## src/rtl/core/ctfa_pkg.sv

```systemverilog
// ----------------------------------------------------------------------------
// ctfa_pkg
// Shared types and codes of the cluster table file allocator.
// ----------------------------------------------------------------------------
package ctfa_pkg;

	// Transaction codes.
	localparam logic [2:0] OP_NEW    = 3'd0;
	localparam logic [2:0] OP_DELETE = 3'd1;
	localparam logic [2:0] OP_COPY   = 3'd2;
	localparam logic [2:0] OP_RENAME = 3'd3;
	localparam logic [2:0] OP_MODIFY = 3'd4;

	// Result status codes.
	localparam logic [2:0] ST_OK      = 3'd0;
	localparam logic [2:0] ST_EXISTS  = 3'd1;
	localparam logic [2:0] ST_MISSING = 3'd2;
	localparam logic [2:0] ST_TARGET  = 3'd3;
	localparam logic [2:0] ST_NOSPACE = 3'd4;
	localparam logic [2:0] ST_FULL    = 3'd5;
	localparam logic [2:0] ST_LARGE   = 3'd6;

	// Field widths and reset values.
	localparam int SIZE_W = 24;
	localparam int CB_W   = 16;
	localparam int DSR_W  = CB_W + 1;
	localparam int QN_W   = SIZE_W + 1;
	localparam logic [CB_W-1:0]   CB_RESET    = 16'd512;
	localparam logic [SIZE_W-1:0] SIZE0_RESET = 24'd512;

	// What the commit step writes back into the file table.
	typedef enum logic [2:0] {
		CM_NONE,
		CM_CREATE,
		CM_MODIFY,
		CM_DELETE,
		CM_RENAME
	} ctfa_commit_t;

	typedef enum logic [3:0] {
		S_CLEAR,
		S_IDLE,
		S_FSCAN,
		S_WAIT,
		S_DECIDE,
		S_DIV,
		S_CHECK,
		S_ALLOC,
		S_FREE,
		S_COPY,
		S_COMMIT,
		S_DONE
	} ctfa_state_t;

endpackage

```

## src/rtl/core/ctfa_div.sv

```systemverilog
// ----------------------------------------------------------------------------
// ctfa_div
// Restoring divider, one quotient bit a cycle, rounding the quotient up.
// ----------------------------------------------------------------------------
module ctfa_div import ctfa_pkg::*; (
	input  logic              clk,
	input  logic              arst_n,
	input  logic              start,
	input  logic [SIZE_W-1:0] dividend,
	input  logic [DSR_W-1:0]  divisor,
	output logic              done,
	output logic [QN_W-1:0]   clusters
);

	logic [4:0]        cnt_q;
	logic              run_q;
	logic              done_q;
	logic [DSR_W-1:0]  rem_q;
	logic [SIZE_W-1:0] quo_q;
	logic [DSR_W:0]    trial;
	logic              ge;

	assign trial = {rem_q, quo_q[SIZE_W-1]};
	assign ge    = (trial >= {1'b0, divisor});

	always_ff @(posedge clk or negedge arst_n) begin
		if (!arst_n) begin
			cnt_q  <= '0;
			run_q  <= 1'b0;
			done_q <= 1'b0;
		end else begin
			done_q <= run_q && (cnt_q == 5'd1);
			if (start) begin
				cnt_q <= 5'(SIZE_W);
				run_q <= 1'b1;
			end else if (run_q) begin
				cnt_q <= cnt_q - 5'd1;
				if (cnt_q == 5'd1) begin
					run_q <= 1'b0;
				end
			end
		end
	end

	always_ff @(posedge clk) begin
		if (start) begin
			quo_q <= dividend;
			rem_q <= '0;
		end else if (run_q) begin
			quo_q <= {quo_q[SIZE_W-2:0], ge};
			rem_q <= ge ? DSR_W'(trial - {1'b0, divisor}) : DSR_W'(trial);
		end
	end

	assign done     = done_q;
	assign clusters = {1'b0, quo_q} + QN_W'(rem_q != '0);

endmodule

```

## config.mk

```make
export PLATFORM = sky130hd
export DESIGN_NAME = ctfa_div
export DESIGN_NICKNAME = d
export VERILOG_FILES = /design/src/rtl/core/ctfa_pkg.sv /design/src/rtl/core/ctfa_div.sv
export SDC_FILE = /design/constraint.sdc
export NUM_CORES = 1
export LEC_CHECK = 0
export BUFFER_PORTS_ARGS = -buffer_cell sky130_fd_sc_hd__buf_2
export CORE_MARGIN = 8
export CORE_UTILIZATION = 50
export DETAILED_ROUTE_END_ITERATION = 10
export HOLD_SLACK_MARGIN = 0.12
export PLACE_DENSITY = 0.74
export SLEW_MARGIN = 40
export SYNTH_ARGS = -nofsm -noshare
export SYNTH_HDL_FRONTEND = slang
export SYNTH_SLANG_ARGS = --single-unit
```

## constraint.sdc

```tcl
create_clock -name clk -period 5.95 [get_ports clk]
set_clock_uncertainty 0.15 [all_clocks]
set_input_delay 0.8925 -clock clk [delete_from_list [all_inputs] [get_ports clk]]
set_output_delay 0.8925 -clock clk [all_outputs]
set_load 0.05 [all_outputs]
```

==> metrics.txt, run 1 <==
outcome finished, final reports clean; Total Neg Setup Slack 0 ps; commonest non-fill, non-tap cell in the layout buf_2; row count 30; synth unique cells 53; largest net degree at the start of global routing 43; DIE HEIGHT around 100 um; CP max FO 4; Leak 1.71 nW; crit-path cells nor4_1 > nand4_1 > or4_1 > ha_1 > nand3_1 > nor4_1 > nand3_1 > nor2_1 > nand4_1 > xnor2_1 > buf_2; most frequent cells in the layout 68 x buf_2, 33 x nand2_1, 28 x nor2_1; Area contributors post-synth edfxtp_1 20%, dfxtp_1 9.7%, ha_1 7.5%, mux2_2 7.3%, xnor2_1 5.5%; Clock Root Buffer clkbuf_8; max-slew violations 0; Hold Vio Cnt, Final 0; smallest hold slack 255 ps; routed wire length around 8400 um; Switching Share 32.9%; syn_area_per_cell 9.30 um2; top_reg_cell synth edfxtp_1; Worst path slowest cell nor4_1; vias in the first global route 2872; area grow syn2layout 14.4%; TritonCTS clock tree done; post-synthesis cell count 379; Post-DP HPWL 6470 um; DIE WIDTH 100 um; Async SR Flop Fraction 14.6%; Max Cap Viol 0; routed length per placed instance 15.6 um; Setup Fix Bufs, Post-CTS 0; Inserted Clock Buffers 5; Comb power frac 26.2%; Detail Route Antenna Nets 0; total core area 6790 um2; drt first pass iters 4; RSZ-0062 raised after global routing false; number of H-tree levels 2; cts hold-fix bufs 0; flops & latches, synth 48; diodes inserted 0; minimum clock period 4100 ps; drt first-iter violations 299; Peak supply drop 0.0916 mV; Clock Power Share 25.4%; post-synthesis sequential area ratio 35.1%; CTS-repair resized insts 0; worst skew pair latency ~300 ps; Seq pwr share 48.4%; R2R Path End rem_q[10]; I/O Buffers 69; Final #Nets 506; PwrDens between 200 and 250 nW/um2; CP startpoint rem_q[11]; Vias around 3k; clock-pin slew on the worst setup and hold paths 90 ps; Netlist Area Pre-Place around 3500 um2; worst path arrival time 3060 ps; RePlAce Congestion 0.881; setup violators final 0; worst min-delay path category in -> async; Crit. End Element output port; Final period util 68.9%; first-pass GRT wire length 13500 um; sinks on the clock net 48; Synthesized Nets 445; initial antenna violation count 0; Slew headroom 48.6%; Data required, critical path about 4900 ps; FMAX 244 MHz; layout cells sized above 1 26.1%; R2R Path Start quo_q[23]; full die area 9990 um2; Int Pwr 0.000565 W; GR Overflow Total 0; Psw about 0.00028 W; Setup crit start kind flop; clock tree buffer depth 2; CP peak stage delay 700 ps; GRT Total Usage 16.3%; Synth Warn # 0; Worst-Margin Slew 768 ps; io pins 70; Worst R2R Path Depth 10; cell taking the most area after synthesis edfxtp_1; Via density 5.56; Initial Utilization 51.9%; crit path to clusters[23]; reg2reg setup slack 2520 ps; Post-synth EDFFs 24; area share of the largest cell type after synthesis 20.4%; WS Path Type reg -> out; Post-route DRC 0
## logic make-up (layout without fill, tap and decap cells)
kind of cell / Yosys count / in the layout / share of synthesized area (%)
muxes: 23 / 23 / 7.35
AOI/OAI and AO/OA: 84 / 84 / 18.5
DFF: 48 / 48 / 35.1
adders and majority gates: 22 / 22 / 8.02
buffers and inverters: 38 / 100 / 4.40
xor gates and xnor gates: 35 / 35 / 8.70
and+or+nand+nor: 129 / 129 / 18.0
## layout make-up
class	count	area (um2)
clock buffer	6	93.8
clock inverter	2	12.5
fill	590	2760
inverter	23	86.3
multi-input combinational	293	2130
sequential	48	1240
tap	96	120
timing repair buffer	69	348
## metrics by stage
stage | util [%] | total power (W) | cell area [um2] | setup slack (ps) | std cells
2_1_floorplan | - | 0.000576 | 3520 | 2040 | 379
3_3_place_gp | 57.7 | 0.000630 | 3920 | 2270 | 529
3_5_place_dp | 57.7 | 0.000634 | 3920 | 2120 | 529
4_1_cts | 59.3 | 0.000847 | 4030 | 1820 | 537
5_1_grt | 59.3 | 0.000884 | 4030 | 1570 | 537
6_report | 59.3 | 0.000842 | 4030 | 1850 | 537
## flip-flops by register name, indices dropped and copies added (netlist names)
| signal | count |
|---|---|
| done | 1 |
| rem_q | 17 |
| cnt_q | 5 |
| quo_q | 24 |
| run_q | 1 |
## power by group through the flow
stage	Sequential, W	Clock, W	Combinational, W
after CTS	0.000407	0.000219	0.000221
final	0.000408	0.000214	0.000221
after global routing	0.000412	0.000234	0.000238
after floorplan	0.000405	0	0.000171
after global placement	0.000412	0	0.000218
after detailed placement	0.000414	0	0.000220
## synthesized netlist by cell type, drive strengths merged, types with 3 or more instances
| cell type | count |
|---|---|
| nand2 | 33 |
| nor2 | 28 |
| edfxtp | 24 |
| inv | 23 |
| mux2 | 23 |
| xnor2 | 22 |
| ha | 21 |
| nand3 | 18 |
| o21ai | 18 |
| dfxtp | 17 |
| a21oi | 13 |
| xor2 | 13 |
| nand4 | 11 |
| a211oi | 8 |
| a311oi | 8 |
| buf | 8 |
| nor3 | 8 |
| a21o | 7 |
| clkbuf | 7 |
| dfrtp | 7 |
| a32oi | 6 |
| nor4 | 6 |
| and3 | 5 |
| nor2b | 5 |
| a2111oi | 4 |
| o31ai | 4 |
| and2 | 3 |
| nand2b | 3 |
| o211ai | 3 |
| o21a | 3 |
| or3 | 3 |
## worst max-delay path: cells and delay by family (launching register included)
family	cells	cell delay, ps
xor gates and xnor gates	1	140
and+or+nand+nor	8	1710
DFF	1	450
adders and majority gates	1	170
buffers and inverters	1	280
## how the worst min path moves through the flow
| stage | endpoint | start | depth (start not counted) | slack [ps] |
|---|---|---|---|---|
| floorplan | rem_q[13] | rem_q[13] | 2 | 330 |
| global placement | rem_q[1] | rem_q[1] | 2 | 350 |
| detailed placement | rem_q[1] | rem_q[1] | 2 | 370 |
| CTS | cnt_q[3] | arst_n | 1 | 250 |
| global route | cnt_q[4] | arst_n | 1 | 240 |
| finish | cnt_q[2] | arst_n | 1 | 260 |
## per-layer routing
layer	global-route usage, %	share of wire (%)
met1	21.9	47
met2	26.1	45
met3	2.98	6.8
met4	4.66	1.4
met5	0	0
Note: power is estimated with default switching activity, not from simulation.
==> run 2, diff against run 1 <==
==> constraint.sdc (replaced) <==
create_clock -name clk -period 3.9 [get_ports clk]
set_clock_uncertainty 0.15 [all_clocks]
set_input_delay 0.585 -clock clk [delete_from_list [all_inputs] [get_ports clk]]
set_output_delay 0.585 -clock clk [all_outputs]
set_load 0.05 [all_outputs]
==> run 2 against run 1 <==
Register-to-register slack worse by 2000 ps. Design area up 0.74%. Setup slack worse by 1800 ps. Final cell count grew 0.56%. Total power grew 54%. Sequential power increased by 52%. Combinational power increased by 55%. Via count grew 3.3%. Sequential cell count stayed put. Non-clock buffer count increased by 3. Worst hold slack gained 130 ps. Count of clock-buffer cells in the layout stayed put.
==> metrics.txt, run 2 (same netlist as run 1, synthesis figures left out) <==
PwrDens 319 nW/um2 (was 209 nW/um2); Setup crit start kind flop (unchanged); layout cells sized above 1 26.4% (was 26.1%); routed length per placed instance 16.2 um (was 15.6 um); FMAX 263 MHz; Via density 5.72 (was 5.56); max-slew violations 0 (unchanged); DIE HEIGHT 100 um (unchanged); clock tree buffer depth 2 (unchanged); DIE WIDTH 100 um (unchanged); Post-route DRC 0 (unchanged); Final #Nets 509 (was 506); Non-Filler Instances 540 (was 537); Top reg by flops quo_q (unchanged); sinks on the clock net 48 (unchanged); reg2reg setup slack 520 ps (was 2520 ps); Crit. End Element output port (unchanged); Hold Vio Cnt, Final 0 (unchanged); WS Path Type reg -> out (unchanged); Clock Root Buffer clkbuf_8 (unchanged); placed cell area 3940 um2 (was 3920 um2); number of H-tree levels 2 (unchanged); first-pass GRT wire length 14300 um (was 13500 um); most used cell along the critical path ha_1; Leak 1.73 nW (was 1.71 nW); crit-path cells nor4_2 > nand4_1 > or4_1 > ha_1 > ha_1 > nand2_1 > or2_2 > or3_1 > nor2_1 > nand3_1 > xnor2_1 > clkbuf_4 (was nor4_1 > nand4_1 > or4_1 > ha_1 > nand3_1 > nor4_1 > nand3_1 > nor2_1 > nand4_1 > xnor2_1 > buf_2); CP peak stage delay 440 ps (was 700 ps); TritonCTS clock tree done (unchanged); Data required, critical path 3160 ps (was 4910 ps); row count 30 (unchanged); minimum clock period around 3800 ps; largest registers quo_q (24), rem_q (17), cnt_q (5) (unchanged); worst skew pair latency 300 ps (about the same); Slew headroom 48.0% (was 48.6%); worst path arrival time 3070 ps (was 3060 ps); Worst path slowest cell or4_1 (was nor4_1); routed wire length 8720 um (was 8390 um); I/O Buffers 69 (unchanged); GRT Total Usage 17.1% (was 16.3%); Post-DP HPWL 6720 um (was 6470 um); RePlAce Congestion 0.894 (was 0.881); io pins 70 (unchanged); Vias 3088 (was 2988); Peak supply drop 0.139 mV (was 0.0916 mV); GR Overflow Total 0 (unchanged); final instance area 4060 um2 (was 4030 um2); area grow syn2layout 15.2% (was 14.4%); initial antenna violation count 0 (unchanged); worst min-delay path category reg -> reg (was in -> async); outcome finished, final reports clean (unchanged); largest net degree at the start of global routing 42 (was 43); Inserted Clock Buffers 5 (unchanged); clock-pin slew on the worst setup and hold paths 90 ps (about the same); vias in the first global route 2970 (was 2872); Largest register FFs 24 (unchanged); full die area 9990 um2 (unchanged); Max Cap Viol 0 (unchanged); smallest hold slack 387 ps (was 255 ps); most frequent cells in the layout 68 x buf_2, 33 x nand2_1, 28 x nor2_1 (unchanged); commonest non-fill, non-tap cell in the layout buf_2 (unchanged); CP max FO 5 (was 4); Cells after DPL 531 (was 529); Final period util between 90 and 100%; setup violators final 0 (unchanged); Setup Fix Bufs, Post-CTS 0 (unchanged); drt first-iter violations 242 (was 299); diodes inserted 0 (unchanged); Worst-Margin Slew 777 ps (was 768 ps); drt first pass iters 4 (unchanged); Detail Route Antenna Nets 0 (unchanged); Initial Utilization 51.9% (unchanged); total core area 6790 um2 (unchanged)
run 2: repair_timing:
action                                  in CTS  in global routing
endpoints found under the hold margin        7                  0
endpoints found under the setup margin       0                  1
gates resized for setup                      0                  2
hold buffers                                 1                  0
run 2: area by class of cell:
cell class              count  area, um2
clock buffers               6       93.8
clock inverters             2       12.5
fillers                   603       2730
inverters                  23       86.3
multi-input cells         293       2140
flip-flops and latches     48       1240
well taps                  96        120
repair buffers             72        373
run 2: path summary, 6_finish.rpt:
kind | start | endpoint | cells past startpoint
min in group asynchronous | arst_n | cnt_q[4] | 2
worst max-delay path | rem_q[1] | clusters[22] | 12
worst max register to register | quo_q[23] | rem_q[10] | 10
max in group asynchronous | arst_n | done | 2
worst min-delay path | rem_q[1] | rem_q[1] | 2
worst min register to register | rem_q[1] | rem_q[1] | 2
run 2: through the flow:
stage	setup TNS (ps)	setup WS (ps)	power, W	utilization (%)
floorplan	0	295	0.000878	-
global placement	0	528	0.000963	57.9
detailed placement	0	437	0.000971	57.9
CTS	0	128	0.00130	59.7
global route	-47.8	-47.8	0.00136	59.8
finish	0	93.4	0.00130	59.8
run 2: where the power goes:
| part | switching (W) | internal (W) | total [W] | leakage, nW |
|---|---|---|---|---|
| Sequential | 0.0000486 | 0.000573 | 0.000621 | 0.474 |
| Combinational | 0.000215 | 0.000128 | 0.000343 | 1.20 |
| Clock | 0.000168 | 0.000164 | 0.000333 | 0.0523 |
| Total | 0.000432 | 0.000865 | 0.00130 | 1.73 |
run 2: metal layers:
layer,share of wire [%],vias up,wire [um],track usage [%]
met4,1.1,0,99,4.07
met2,47,84,4100,27.4
li1,-,1536,-,-
met5,0,-,0,0
met1,46,1460,4040,22.9
met3,5.5,8,478,3.46
run 2: critical path, delay by kind of cell (launching register included):
kind | cells | cell delay [ps]
xor+xnor | 1 | 140
simple gates | 8 | 1560
flops | 1 | 360
fa+ha+maj | 2 | 440
buf+inv | 1 | 280
==> run 3, diff against run 2 <==
==> constraint.sdc (replaced) <==
create_clock -name clk -period 3.65 [get_ports clk]
set_clock_uncertainty 0.15 [all_clocks]
set_input_delay 0.5475 -clock clk [delete_from_list [all_inputs] [get_ports clk]]
set_output_delay 0.5475 -clock clk [all_outputs]
set_load 0.05 [all_outputs]
==> run 3 against run 2 <==
Sequential power grew 6.9%. Sequential share of layout area decreased by 0.33 points. Global-route usage is 0.13 points higher. Setup slack improved by 61 ps. Total power up 8.1%. Wire length fell by 0.36%. Worst hold slack worse by 3.1 ps. Combinational power rose by 8.2%. Register-to-register slack worse by 240 ps.
==> metrics.txt, run 3 (same netlist as run 1, synthesis figures left out) <==
Initial Utilization 51.9% (unchanged); layout cells sized above 1 29.4% (was 26.4%); CP startpoint rem_q[6] (was rem_q[1]); commonest non-fill, non-tap cell in the layout buf_2 (unchanged); number of H-tree levels 2 (unchanged); Largest register FFs 24 (unchanged); io pins 70 (unchanged); Post-route DRC 0 (unchanged); worst path arrival time 2800 ps (was 3070 ps); post-layout util 60.9% (was 59.8%); worst skew pair latency 310 ps (was 300 ps); Non-Filler Instances 542 (was 540); WHS Path Cells 2 (unchanged); routed wire length 8690 um (was 8720 um); CP max FO 5 (unchanged); minimum clock period roughly 3500 ps; first-pass GRT wire length 14300 um (about the same); drt first-iter violations 239 (was 242); row count 30 (unchanged); max-slew violations 0 (unchanged); clock tree buffer depth 2 (unchanged); Setup crit start kind flop (unchanged); Hold Vio Cnt, Final 0 (unchanged); setup violators final 0 (unchanged); Layout fillers 569 (was 603); largest registers quo_q (24), rem_q (17), cnt_q (5) (unchanged); outcome finished, final reports clean (unchanged); diodes inserted 0 (unchanged); Post-DP HPWL 6620 um (was 6720 um); FMAX around 290 MHz; placed cell area 3950 um2 (was 3940 um2); Vias 3093 (was 3088); WS Path Type reg -> out (unchanged); worst min-delay path category reg -> reg (unchanged); Worst R2R Path Depth 10 (unchanged); Worst-Margin Slew 789 ps (was 777 ps); GR Overflow Total 0 (unchanged); clock-pin slew on the worst setup and hold paths 100 ps (was 90 ps); Data required, critical path 2950 ps (was 3160 ps); Crit. End Element output port (unchanged); R2R Path Start quo_q[23] (unchanged); area grow syn2layout 17.3% (was 15.2%); drt first pass iters 5 (was 4); PwrDens 339 nW/um2 (was 319 nW/um2); total core area 6790 um2 (unchanged); crit-path leading delay family simple AND/OR/NAND/NOR gates (unchanged); Final period util 95.8%; Cells after DPL 533 (was 531); I/O Buffers 69 (unchanged); RePlAce Congestion 0.885 (was 0.894); TritonCTS clock tree done (unchanged); Top reg by flops quo_q (unchanged); reg2reg setup slack 280 ps (was 520 ps); full die area 9990 um2 (unchanged); crit-path cells nor4_2 > nand4_1 > or4_1 > ha_2 > ha_1 > nand2_1 > or2_4 > or3_4 > nor2_1 > nand3_1 > xnor2_1 > buf_4 (was nor4_2 > nand4_1 > or4_1 > ha_1 > ha_1 > nand2_1 > or2_2 > or3_1 > nor2_1 > nand3_1 > xnor2_1 > clkbuf_4); largest net degree at the start of global routing 42 (unchanged); Via density 5.71 (was 5.72); CP peak stage delay 430 ps (was 440 ps); worst path bufs/invs 1 (unchanged); DIE WIDTH 100 um (unchanged); sinks on the clock net 48 (unchanged); routed length per placed instance 16.0 um (was 16.2 um); Leak 1.76 nW (was 1.73 nW); Worst path slowest cell or4_1 (unchanged); Max Cap Viol 0 (unchanged); Total Neg Setup Slack 0 ps (unchanged); vias in the first global route 3021 (was 2970); total number of cells along the worst setup path 12 (unchanged); GRT Total Usage 17.2% (was 17.1%); Detail Route Antenna Nets 0 (unchanged); initial antenna violation count 0 (unchanged); most frequent cells in the layout 68 x buf_2, 33 x nand2_1, 28 x nor2_1 (unchanged); Peak supply drop 0.155 mV (was 0.139 mV); Final #Nets 511 (was 509); Slew headroom 47.2% (was 48.0%); Clock Root Buffer clkbuf_8 (unchanged); final instance area 4140 um2 (was 4060 um2); Setup Fix Bufs, Post-CTS 0 (unchanged); Inserted Clock Buffers 5 (unchanged); DIE HEIGHT 100 um (unchanged); HP Start rem_q[2] (was rem_q[1])
run 3: changes by cell type in the layout (fill, tap and decap cells not counted), moves of 2 or more:
cell / delta
nor4_4: +2
buf_4: +3
nor4_1: -3
dfxtp_2: +7
dfxtp_1: -7
run 3: per-layer routing:
metal	up-vias	GRT usage (%)	share of wire, %
met5	-	0	0
li1	1536	-	-
met3	11	4.29	7.0
met1	1441	22.5	47
met4	0	4.89	1.3
met2	105	27.3	45
run 3: final cells by class:
type,count,area [um2],share of cell area [%]
multi-input cells,293,2190,52.9
well taps,96,120,2.90
flip-flops and latches,48,1240,30.1
clock buffers,6,93.8,2.27
clock inverters,2,16.3,0.393
inverters,23,86.3,2.09
repair buffers,74,388,9.38
run 3: path summary, 6_finish.rpt:
kind                                     end
worst max-delay path            clusters[22]
worst min-delay path                rem_q[3]
worst max register to register     rem_q[10]
worst min register to register      rem_q[3]
max in group asynchronous           cnt_q[1]
min in group asynchronous           cnt_q[4]
run 3: report_power, final:
| group | total [W] | internal [W] | switching (W) |
|---|---|---|---|
| clock network | 0.000367 | 0.000179 | 0.000188 |
| registers | 0.000664 | 0.000612 | 0.0000516 |
| logic | 0.000371 | 0.000140 | 0.000231 |
| total | 0.00140 | 0.000932 | 0.000470 |
run 3: worst reg2reg max path, delay by kind of cell, from the launching register on:
kind | cells | cell delay [ps]
AND/OR/NAND/NOR | 1 | 110
buffers and inverters | 2 | 130
AO/OA/AOI/OAI | 5 | 1860
flip-flops | 1 | 440
adder cells (fa/ha/maj) | 2 | 580
run 3: timing repair:
action	CTS	global route
endpoints found under the hold margin	7	0
hold buffers	1	0
setup endpoints to repair	2	7
resized for setup	2	15
pin swaps	0	2
run 3: stage by stage:
| stage | hold WS (ps) | setup slack [ps] | total power (W) |
|---|---|---|---|
| after global routing | 381 | -25.4 | 0.00147 |
| after global placement | 237 | 307 | 0.00103 |
| after CTS | 383 | 11.2 | 0.00140 |
| final | 384 | 155 | 0.00140 |
| after detailed placement | 236 | 195 | 0.00104 |
| after floorplan | 102 | 83.0 | 0.000939 |
